**config.mk**
```make
export PLATFORM = sky130hd
export DESIGN_NAME = linear_interp_resampler_unit
export DESIGN_NICKNAME = d
export VERILOG_FILES = /design/src/rtl/lir_pkg.sv /design/src/rtl/linear_interp_resampler_unit.sv /design/src/rtl/lir_queue.sv /design/src/rtl/lir_front.sv /design/src/rtl/lir_back.sv
export SDC_FILE = /design/constraint.sdc
export NUM_CORES = 2
export LEC_CHECK = 0
export ABC_AREA = 0
export BUFFER_PORTS_ARGS = -buffer_cell sky130_fd_sc_hd__buf_2
export CORE_ASPECT_RATIO = 0.9
export CORE_MARGIN = 1
export CORE_UTILIZATION = 51
export DETAILED_ROUTE_END_ITERATION = 10
export PLACE_DENSITY_LB_ADDON = 0.08
export SLEW_MARGIN = 30
export SYNTH_ARGS = -nofsm -noshare
export SYNTH_HDL_FRONTEND = slang
export SYNTH_SLANG_ARGS = --single-unit
export TNS_END_PERCENT = 30
```
**constraint.sdc**
```tcl
create_clock -name clk -period 13.5 [get_ports clk]
set_input_delay 1.35 -clock clk [delete_from_list [all_inputs] [get_ports clk]]
set_output_delay 1.35 -clock clk [all_outputs]
set_load 0.1 [all_outputs]
```
**src/rtl/lir_pkg.sv**
```systemverilog
// Shared types, widths and codes of the linear interpolation resampler.
package lir_pkg;

  localparam int SAMPLE_BITS      = 24;
  localparam int FRAC_BITS        = 20;
  localparam int MAX_OUT_PER_ITEM = 16;
  localparam int STEP_BITS        = 24;
  localparam int LEN_BITS         = 16;
  localparam int CNT_BITS         = 16;
  localparam int POS_BITS         = 40;
  localparam int POS_INT_BITS     = POS_BITS - FRAC_BITS;
  localparam int ITEM_CNT_BITS    = $clog2(MAX_OUT_PER_ITEM + 1);
  localparam int QUEUE_DEPTH      = 4;
  localparam int QPTR_BITS        = $clog2(QUEUE_DEPTH);
  localparam int QCNT_BITS        = $clog2(QUEUE_DEPTH + 1);
  localparam int APB_DATA_BITS    = 32;
  localparam int APB_ADDR_BITS    = 3;

  localparam logic [STEP_BITS-1:0] STEP_RESET = STEP_BITS'(1048576);
  localparam logic [LEN_BITS-1:0]  LEN_RESET  = LEN_BITS'(512);
  localparam logic [CNT_BITS-1:0]  CNT_MAX    = {CNT_BITS{1'b1}};

  typedef enum logic {
    REG_STEP       = 1'b0,
    REG_OUT_LENGTH = 1'b1
  } reg_idx_t;

  typedef enum logic {
    CMD_INTERP,
    CMD_FINAL
  } cmd_kind_t;

  typedef enum logic {
    BK_IDLE,
    BK_RUN
  } bk_state_t;

  typedef struct packed {
    logic signed [SAMPLE_BITS-1:0] sample;
    logic                          last;
  } in_item_t;

  typedef struct packed {
    logic signed [SAMPLE_BITS-1:0] sample_res;
    logic                          run_last;
    logic                          ir_done;
    logic                          truncated;
  } out_item_t;

  typedef struct packed {
    cmd_kind_t                     kind;
    logic signed [SAMPLE_BITS-1:0] prev;
    logic signed [SAMPLE_BITS-1:0] cur;
    logic [CNT_BITS-1:0]           n;
  } cmd_t;

endpackage

```
**src/rtl/linear_interp_resampler_unit.sv**
```systemverilog
// Top level of the linear interpolation resampler with its register port.
//
//  channel | direction | handshake             | payload
//  --------+-----------+-----------------------+---------------------------------
//  in      | input     | in_valid / in_stall   | in_item_t  (sample, last)
//  out     | output    | out_valid / out_stall | out_item_t (sample_res, flags)
//  apb     | input     | psel / penable        | step @ 0x0, out_length @ 0x4
//
// Each queued item is loaded into the engine from the idle state, then its
// results follow; the back engine, which issues one result per cycle while the
// output is not stalled, sets the pace. Items that yield nothing at the front
// (the first sample, a saturated count) are not queued. Reset is synchronous
// and active low; it clears all control state and restores the register reset
// values. A stalled output holds the result register; the front keeps taking
// transfers until the queue fills.
module linear_interp_resampler_unit
  import lir_pkg::*;
(
  input  logic                     clk,
  input  logic                     rst_n,
  input  logic                     in_valid,
  output logic                     in_stall,
  input  in_item_t                 in_data,
  output logic                     out_valid,
  input  logic                     out_stall,
  output out_item_t                out_data,
  input  logic                     psel,
  input  logic                     penable,
  input  logic                     pwrite,
  input  logic [APB_ADDR_BITS-1:0] paddr,
  input  logic [APB_DATA_BITS-1:0] pwdata,
  output logic [APB_DATA_BITS-1:0] prdata,
  output logic                     pready
);

  logic [STEP_BITS-1:0] step_r, step_nxt;
  logic [LEN_BITS-1:0]  out_length_r, out_length_nxt;
  logic                 cfg_wr;
  reg_idx_t             reg_idx;

  logic q_full;
  logic q_empty;
  logic q_push;
  logic q_pop;
  cmd_t q_data;
  cmd_t q_head;

  // Register port: pready is tied high, word index taken from address bit 2.
  assign pready  = 1'b1;
  assign cfg_wr  = psel && penable && pwrite;
  assign reg_idx = reg_idx_t'(paddr[2]);

  always_comb begin
    step_nxt       = step_r;
    out_length_nxt = out_length_r;
    prdata         = '0;
    unique case (reg_idx)
      REG_STEP: begin
        prdata = APB_DATA_BITS'(step_r);
        if (cfg_wr) begin
          step_nxt = pwdata[STEP_BITS-1:0];
        end
      end
      REG_OUT_LENGTH: begin
        prdata = APB_DATA_BITS'(out_length_r);
        if (cfg_wr) begin
          out_length_nxt = pwdata[LEN_BITS-1:0];
        end
      end
      default: prdata = '0;
    endcase
  end

  always_ff @(posedge clk) begin
    if (!rst_n) begin
      step_r       <= STEP_RESET;
      out_length_r <= LEN_RESET;
    end else begin
      step_r       <= step_nxt;
      out_length_r <= out_length_nxt;
    end
  end

  // Front: take input transfers, keep previous sample and input count.
  lir_front u_front (
    .clk      (clk),
    .rst_n    (rst_n),
    .in_valid (in_valid),
    .in_stall (in_stall),
    .in_data  (in_data),
    .q_full   (q_full),
    .q_push   (q_push),
    .q_data   (q_data)
  );

  // Queue: decouple the input side from the output engine.
  lir_queue u_queue (
    .clk       (clk),
    .rst_n     (rst_n),
    .push      (q_push),
    .push_data (q_data),
    .full      (q_full),
    .pop       (q_pop),
    .head      (q_head),
    .empty     (q_empty)
  );

  // Back: advance the phase accumulator, interpolate, drive result transfers.
  lir_back u_back (
    .clk        (clk),
    .rst_n      (rst_n),
    .step       (step_r),
    .out_length (out_length_r),
    .q_empty    (q_empty),
    .q_head     (q_head),
    .q_pop      (q_pop),
    .out_valid  (out_valid),
    .out_stall  (out_stall),
    .out_data   (out_data)
  );

endmodule

```
**src/rtl/lir_queue.sv**
```systemverilog
// Short command queue between the front and the back of the resampler.
module lir_queue
  import lir_pkg::*;
(
  input  logic clk,
  input  logic rst_n,
  input  logic push,
  input  cmd_t push_data,
  output logic full,
  input  logic pop,
  output cmd_t head,
  output logic empty
);

  cmd_t                 entries_r [QUEUE_DEPTH];
  logic [QPTR_BITS-1:0] wr_ptr_r;
  logic [QPTR_BITS-1:0] rd_ptr_r;
  logic [QCNT_BITS-1:0] cnt_r;

  assign full  = (cnt_r == QCNT_BITS'(QUEUE_DEPTH));
  assign empty = (cnt_r == '0);
  assign head  = entries_r[rd_ptr_r];

  always_ff @(posedge clk) begin
    if (push) begin
      entries_r[wr_ptr_r] <= push_data;
    end
  end

  always_ff @(posedge clk) begin
    if (!rst_n) begin
      wr_ptr_r <= '0;
      rd_ptr_r <= '0;
      cnt_r    <= '0;
    end else begin
      if (push) begin
        wr_ptr_r <= wr_ptr_r + 1'b1;
      end
      if (pop) begin
        rd_ptr_r <= rd_ptr_r + 1'b1;
      end
      case ({push, pop})
        2'b10:   cnt_r <= cnt_r + 1'b1;
        2'b01:   cnt_r <= cnt_r - 1'b1;
        default: cnt_r <= cnt_r;
      endcase
    end
  end

endmodule

```
**src/rtl/lir_front.sv**
```systemverilog
// Input side: accept samples, track the input-side state, queue work commands.
module lir_front
  import lir_pkg::*;
(
  input  logic     clk,
  input  logic     rst_n,
  input  logic     in_valid,
  output logic     in_stall,
  input  in_item_t in_data,
  input  logic     q_full,
  output logic     q_push,
  output cmd_t     q_data
);

  logic signed [SAMPLE_BITS-1:0] prev_r;
  logic signed [SAMPLE_BITS-1:0] prev_nxt;
  logic [CNT_BITS-1:0]           cnt_r;
  logic [CNT_BITS-1:0]           cnt_nxt;
  logic                          accept;

  assign in_stall = q_full;
  assign accept   = in_valid && !q_full;

  always_comb begin
    q_data.kind = in_data.last ? CMD_FINAL : CMD_INTERP;
    q_data.prev = prev_r;
    q_data.cur  = in_data.sample;
    q_data.n    = cnt_r;
    // drop the first sample and anything past a saturated count, unless it is last
    q_push      = accept && (in_data.last || (cnt_r != '0 && cnt_r != CNT_MAX));
    prev_nxt    = prev_r;
    cnt_nxt     = cnt_r;
    if (accept) begin
      if (in_data.last) begin
        prev_nxt = '0;
        cnt_nxt  = '0;
      end else begin
        prev_nxt = in_data.sample;
        cnt_nxt  = (cnt_r == CNT_MAX) ? cnt_r : cnt_r + 1'b1;
      end
    end
  end

  always_ff @(posedge clk) begin
    if (!rst_n) begin
      prev_r <= '0;
      cnt_r  <= '0;
    end else begin
      prev_r <= prev_nxt;
      cnt_r  <= cnt_nxt;
    end
  end

endmodule

```
**src/rtl/lir_back.sv**
```systemverilog
// Output engine: step the phase accumulator and emit one result per cycle while the output is not stalled.
module lir_back
  import lir_pkg::*;
(
  input  logic                 clk,
  input  logic                 rst_n,
  input  logic [STEP_BITS-1:0] step,
  input  logic [LEN_BITS-1:0]  out_length,
  input  logic                 q_empty,
  input  cmd_t                 q_head,
  output logic                 q_pop,
  output logic                 out_valid,
  input  logic                 out_stall,
  output out_item_t            out_data
);

  bk_state_t                  state_r, state_nxt;
  cmd_t                       cmd_r, cmd_nxt;
  logic [ITEM_CNT_BITS-1:0]   k_r, k_nxt;
  logic [POS_BITS-1:0]        pos_r, pos_nxt;
  logic [LEN_BITS-1:0]        oc_r, oc_nxt;
  logic                       out_valid_r, out_valid_nxt;
  out_item_t                  out_data_r, out_data_nxt;

  logic [POS_INT_BITS-1:0]        pos_int;
  logic [FRAC_BITS-1:0]           frac;
  logic [POS_BITS-1:0]            pos_add;
  logic [CNT_BITS-1:0]            nm1;
  logic [POS_INT_BITS-1:0]        n_ext;
  logic [POS_INT_BITS-1:0]        nm1_ext;
  logic                           is_final;
  logic                           cont;
  logic                           nxt_cont;
  logic                           nlen_ok;
  logic                           nidx;
  logic                           trunc;
  logic                           slot_free;
  logic                           emit;
  logic [LEN_BITS-1:0]            oc_inc;
  logic [ITEM_CNT_BITS-1:0]       k_inc;
  logic signed [SAMPLE_BITS:0]    diff;
  logic signed [SAMPLE_BITS+FRAC_BITS+1:0] prod;
  logic signed [SAMPLE_BITS+FRAC_BITS+1:0] quot;
  logic signed [SAMPLE_BITS-1:0]  interp_val;
  logic signed [SAMPLE_BITS-1:0]  value;

  assign out_valid = out_valid_r;
  assign out_data  = out_data_r;

  // interpolation: prev + floor((cur - prev) * frac / 2^FRAC_BITS)
  always_comb begin
    diff       = $signed({cmd_r.cur[SAMPLE_BITS-1], cmd_r.cur})
               - $signed({cmd_r.prev[SAMPLE_BITS-1], cmd_r.prev});
    prod       = diff * $signed({1'b0, frac});
    quot       = prod >>> FRAC_BITS;
    interp_val = cmd_r.prev + quot[SAMPLE_BITS-1:0];
  end

  always_comb begin
    pos_int   = pos_r[POS_BITS-1:FRAC_BITS];
    frac      = pos_r[FRAC_BITS-1:0];
    pos_add   = pos_r + POS_BITS'(step);
    nm1       = cmd_r.n - 1'b1;
    n_ext     = POS_INT_BITS'(cmd_r.n);
    nm1_ext   = POS_INT_BITS'(nm1);
    is_final  = (cmd_r.kind == CMD_FINAL);
    oc_inc    = oc_r + 1'b1;
    k_inc     = k_r + 1'b1;
    slot_free = !out_valid_r || !out_stall;

    cont     = (k_r < ITEM_CNT_BITS'(MAX_OUT_PER_ITEM)) && (oc_r < out_length)
            && (is_final || pos_int == nm1_ext);
    nlen_ok  = (oc_inc < out_length);
    nidx     = (pos_add[POS_BITS-1:FRAC_BITS] == nm1_ext);
    nxt_cont = (k_inc < ITEM_CNT_BITS'(MAX_OUT_PER_ITEM)) && nlen_ok
            && (is_final || nidx);
    trunc    = is_final ? nlen_ok : (nlen_ok && nidx);

    if (!is_final) begin
      value = interp_val;
    end else if (cmd_r.n != '0 && pos_int == nm1_ext) begin
      value = interp_val;
    end else if (pos_int == n_ext) begin
      value = cmd_r.cur;
    end else if (pos_int > n_ext) begin
      value = '0;
    end else begin
      value = cmd_r.prev;
    end
  end

  always_comb begin
    state_nxt    = state_r;
    cmd_nxt      = cmd_r;
    k_nxt        = k_r;
    pos_nxt      = pos_r;
    oc_nxt       = oc_r;
    out_data_nxt = out_data_r;
    q_pop        = 1'b0;
    emit         = 1'b0;
    unique case (state_r)
      BK_IDLE: begin
        if (!q_empty) begin
          q_pop     = 1'b1;
          cmd_nxt   = q_head;
          k_nxt     = '0;
          state_nxt = BK_RUN;
        end
      end
      BK_RUN: begin
        if (!cont) begin
          state_nxt = BK_IDLE;
          if (is_final) begin
            pos_nxt = '0;
            oc_nxt  = '0;
          end
        end else if (slot_free) begin
          emit                   = 1'b1;
          out_data_nxt.sample_res = value;
          out_data_nxt.run_last  = !nxt_cont;
          out_data_nxt.ir_done   = is_final && !nxt_cont;
          out_data_nxt.truncated = !nxt_cont && trunc;
          oc_nxt                 = oc_inc;
          k_nxt                  = k_inc;
          pos_nxt                = pos_add;
          if (!nxt_cont) begin
            state_nxt = BK_IDLE;
            if (is_final) begin
              pos_nxt = '0;
              oc_nxt  = '0;
            end else if (trunc) begin
              // jump to the start of the next input interval
              pos_nxt = {n_ext, {FRAC_BITS{1'b0}}};
            end
          end
        end
      end
      default: state_nxt = BK_IDLE;
    endcase
    out_valid_nxt = emit || (out_valid_r && out_stall);
  end

  always_ff @(posedge clk) begin
    if (!rst_n) begin
      state_r     <= BK_IDLE;
      k_r         <= '0;
      pos_r       <= '0;
      oc_r        <= '0;
      out_valid_r <= 1'b0;
    end else begin
      state_r     <= state_nxt;
      k_r         <= k_nxt;
      pos_r       <= pos_nxt;
      oc_r        <= oc_nxt;
      out_valid_r <= out_valid_nxt;
    end
  end

  always_ff @(posedge clk) begin
    cmd_r      <= cmd_nxt;
    out_data_r <= out_data_nxt;
  end

  a_k_bound: assert property (@(posedge clk) disable iff (!rst_n)
    k_r <= ITEM_CNT_BITS'(MAX_OUT_PER_ITEM))
    else $error("per-item result count exceeds cap");

  a_emit_run: assert property (@(posedge clk) disable iff (!rst_n)
    emit |-> (state_r == BK_RUN))
    else $error("result emitted outside run state");

  a_flags: assert property (@(posedge clk) disable iff (!rst_n)
    (out_valid_r && (out_data_r.ir_done || out_data_r.truncated)) |-> out_data_r.run_last)
    else $error("end flag without run_last");

  a_final_clear: assert property (@(posedge clk) disable iff (!rst_n)
    (state_r == BK_RUN && cmd_r.kind == CMD_FINAL && state_nxt == BK_IDLE)
      |=> (pos_r == '0 && oc_r == '0))
    else $error("response end did not clear position and count");

endmodule

```
==> impl_metrics.py <==
metrics = {
    "route": {
        "wl_microns": 98700,
        "route.detailed.drc": 0,
        "num_vias": 28200,
        "post_drt_via_cell_ratio": 5.47,
        "ant_nets": 0,
        "wl_per_cell_microns": 19.2,
        "firstDrtPassIters": 6,
        "drt-initial-drc-count": 1647,
    },
    "synth": {
        "synth_ff_type": "edfxtp_1",
        "ys_warn_count": 0,
        "synth_edf_count": 352,
        "async_flop_share": 0,
        "netlist_area_sq_mm": 0.0423,
        "syn_inst": 4008,
        "yosysSeqAreaShare": 0.321,
        "synth_seq_cells": 502,
        "post_synth_num_cell_types": 85,
        "syn_area_per_cell_sq_um": 10.6,
    },
    "setup_path": {
        "crit_required_ns": 13.83,
        "critPathMaxFanout": 5,
        "start_kind": "flip-flop",
        "slowest_stage": "a2111oi_0",
        "worst-path-buf-inv": 5,
        "worst_ep_arrival_time_ns": 12.66,
        "critPathCaptureType": "flip-flop",
        "critical_path.top_delay_family": "compound AO/OA/AOI/OAI gates",
        "cpMostUsedCell": "fa_1",
        "max_stage_delay_ns": 0.55,
        "path_class": "flip-flop to flip-flop",
    },
    "pwr": {
        "power_leakage_nw": 20.2,
        "p_int_mw": 3.80,
        "p_total_mw": 7.14,
        "p_sw_mw": 3.34,
        "ir_worst_vdd_v": 0.000154,
        "combPwrFrac": 0.497,
        "p_seq_frac": 0.298,
        "powerDensity_mw_per_mm2": 156,
        "p_clk_frac": 0.205,
        "switching_share": 0.468,
    },
    "placed_design": {
        "port_buffers": 109,
        "dp_cells": 5055,
        "preCtsSetupSlack_ns": 0.538,
        "gpl.final_weighted_congestion": 0.898,
        "dp_hpwl_microns": 73200,
        "place_area_sq_mm": 0.0440,
    },
    "die": {
        "dieArea_sq_mm": 0.0841,
        "num_rows": 99,
        "ios": 129,
        "die_h_microns": 275,
        "die_x_microns": 306,
        "initial_core_util": 0.518,
        "fp.coreArea_sq_mm": 0.0816,
    },
    "sta": {
        "finalSetupViolations": 0,
        "clock_skew_ns": 0.0339,
        "setup_tns_ns": 0,
        "fin_crit_ns": 12.32,
        "max-slew-margin-rel": 0.382,
        "maxSlewViolCount": 0,
        "tightest_slew_ns": 0.927,
        "fmax_mhz": 81.2,
        "hold_ws_ns": 0.476,
        "rsz0062_at_grt": "no",
        "setup_ws_ns": 1.18,
        "finalCritPeriodShare": 0.913,
        "hold_viol_final": 0,
    },
    "cts": {
        "ctsHoldBuffers": 0,
        "cts_tree": "built",
        "clock_path_buffers": 3,
        "clk_pin_slew_ns": 0.06,
        "cts_buffers": 52,
        "clock_latency_ns": 0.61,
        "cts_max_level": 2,
        "cts_sinks": 502,
        "clockRootBuffer": "clkbuf_16",
    },
    "finish": {
        "syn2layout_area_growth_pct": 8.36,
        "regArea_sq_mm": 0.0136,
        "num-nets-final": 4856,
        "utilization": 0.561,
        "diodes": 0,
        "multi_input_area_sq_mm": 0.0258,
        "fin_cells": 5152,
        "nFillCells": 7176,
        "finalInstanceArea_sq_mm": 0.0458,
        "drive_gt1_frac": 0.0941,
    },
    "flow_run": {
        "maxCapViolations": 0,
    },
    "grt": {
        "grt_max_degree": 78,
        "antenna_found_initial": 0,
        "grt_pass1_vias": 28800,
        "grt_pass1_wl_microns": 161000,
        "grt_overflow": 0,
        "grt_usage": 0.243,
    },
    "run_status": {
        "status": "finished clean",
    },
    "worst_hold_path": {
        "worstHoldPathType": "flip-flop to flip-flop",
    },
}
flip-flops by register name (all words and copies together) (netlist names):
name / cells
u_queue.wr_ptr_r: 2
u_back.k_r: 5
u_back.oc_r: 16
u_back.pos_r: 40
u_back.is_final: 1
u_back.out_data: 27
u_front.prev_r: 24
u_queue.entries_r: 260
u_back.cmd_r: 64
step_r: 24
out_length_r: 16
u_front.cnt_r: 16
u_queue.rd_ptr_r: 2
u_back.out_valid: 1
u_back.state_r: 1
u_queue.cnt_r: 3
cell usage after synthesis, types with 82 or more instances:
| cell | number | area (sq um) |
|---|---|---|
| and2_1 | 254 | 1590 |
| fa_1 | 498 | 9970 |
| xnor2_1 | 104 | 911 |
| ha_1 | 242 | 3030 |
| edfxtp_1 | 352 | 10600 |
| o21ai_0 | 82 | 410 |
| nor2_1 | 113 | 424 |
| clkbuf_1 | 163 | 612 |
| a21oi_1 | 164 | 821 |
| nand2_1 | 436 | 1640 |
| inv_1 | 613 | 2300 |
| dfxtp_1 | 150 | 3000 |
worst paths after layout:
check        cells past startpoint  slack (ns)                             to                           from
min reg2reg                      2        0.48  out_length_r[10]$_SDFFE_PN0P_  out_length_r[10]$_SDFFE_PN0P_
min                              2        0.48  out_length_r[10]$_SDFFE_PN0P_  out_length_r[10]$_SDFFE_PN0P_
max                             48        1.18  u_back.out_data[26]$_DFFE_PP_     u_back.cmd_r[41]$_DFFE_PP_
max reg2reg                     48        1.18  u_back.out_data[26]$_DFFE_PP_     u_back.cmd_r[41]$_DFFE_PP_
metal layers:
metal	vias up	global-route usage	share of wire	wire length, microns
met1	14100	0.363	0.49	48000
met2	597	0.386	0.46	45000
li1	13300	-	-	-
met4	0	0.0418	0.013	1280
met3	87	0.0274	0.045	4450
met5	-	0	0	0
power groups by stage:
stage | Clock, mW | Combinational, mW | Sequential (mW)
2_1_floorplan | 0 | 2.05 | 2.16
3_3_place_gp | 0 | 3.51 | 2.16
3_5_place_dp | 0 | 3.52 | 2.15
4_1_cts | 1.50 | 3.54 | 2.12
5_1_grt | 1.57 | 3.81 | 2.15
6_report | 1.47 | 3.55 | 2.13
cells in the final DEF, fill, tap and decap left out, types with 10 or more instances in the layout:
cell type    n
ha_1       242
buf_2      109
xor2_1      56
and3_1      20
a21boi_0    43
o21ai_0     79
a221oi_1    20
dfxtp_1    147
edfxtp_1   352
nand2_1    436
mux2_2      16
o21a_1      23
or3_1       14
o21bai_1    12
a22oi_1     18
nor2b_1     77
a21oi_1    164
and2_1     254
o21ai_1     14
fa_1       497
clkbuf_16   52
nor2_1     113
inv_1      612
clkbuf_1    14
a22o_1      21
o211ai_1    13
or2_2       10
a211oi_1    17
mux4_2      65
nand3_1     59
nor3_1      33
a21o_1      45
xnor2_1     99
a31oi_1     16
clkinv_2    10
buf_4       59
nor4_1      19
nand4_1     36
nand2b_1    29
worst min-delay path, stage by stage, from the launching register on:
cell	delay, ns
dfxtp_1	0.32
nand2_1	0.05
a21boi_0	0.06
timing repair:
item / in CTS / in global routing
gates resized for setup: 0 / 3
setup endpoints to repair: 0 / 2
buffers inserted: 0 / 0
cell families after synthesis:
logic type | synth area share
adder cells (fa/ha/maj) | 0.307
other | 0.000178
AND/OR/NAND/NOR | 0.137
XOR/XNOR | 0.0339
buffers and inverters | 0.0728
AO/OA/AOI/OAI | 0.0873
flip-flops | 0.321
multiplexers | 0.0405
layout make-up:
cell class              instances  share of cell area
clock buffers                  72              0.0313
repair buffers                172              0.0227
multi-input cells            2706               0.563
inverters                     615              0.0504
flip-flops and latches        502               0.296
well taps                    1060              0.0289
clock inverters                25             0.00729
Power figures use the tool's default switching activity.
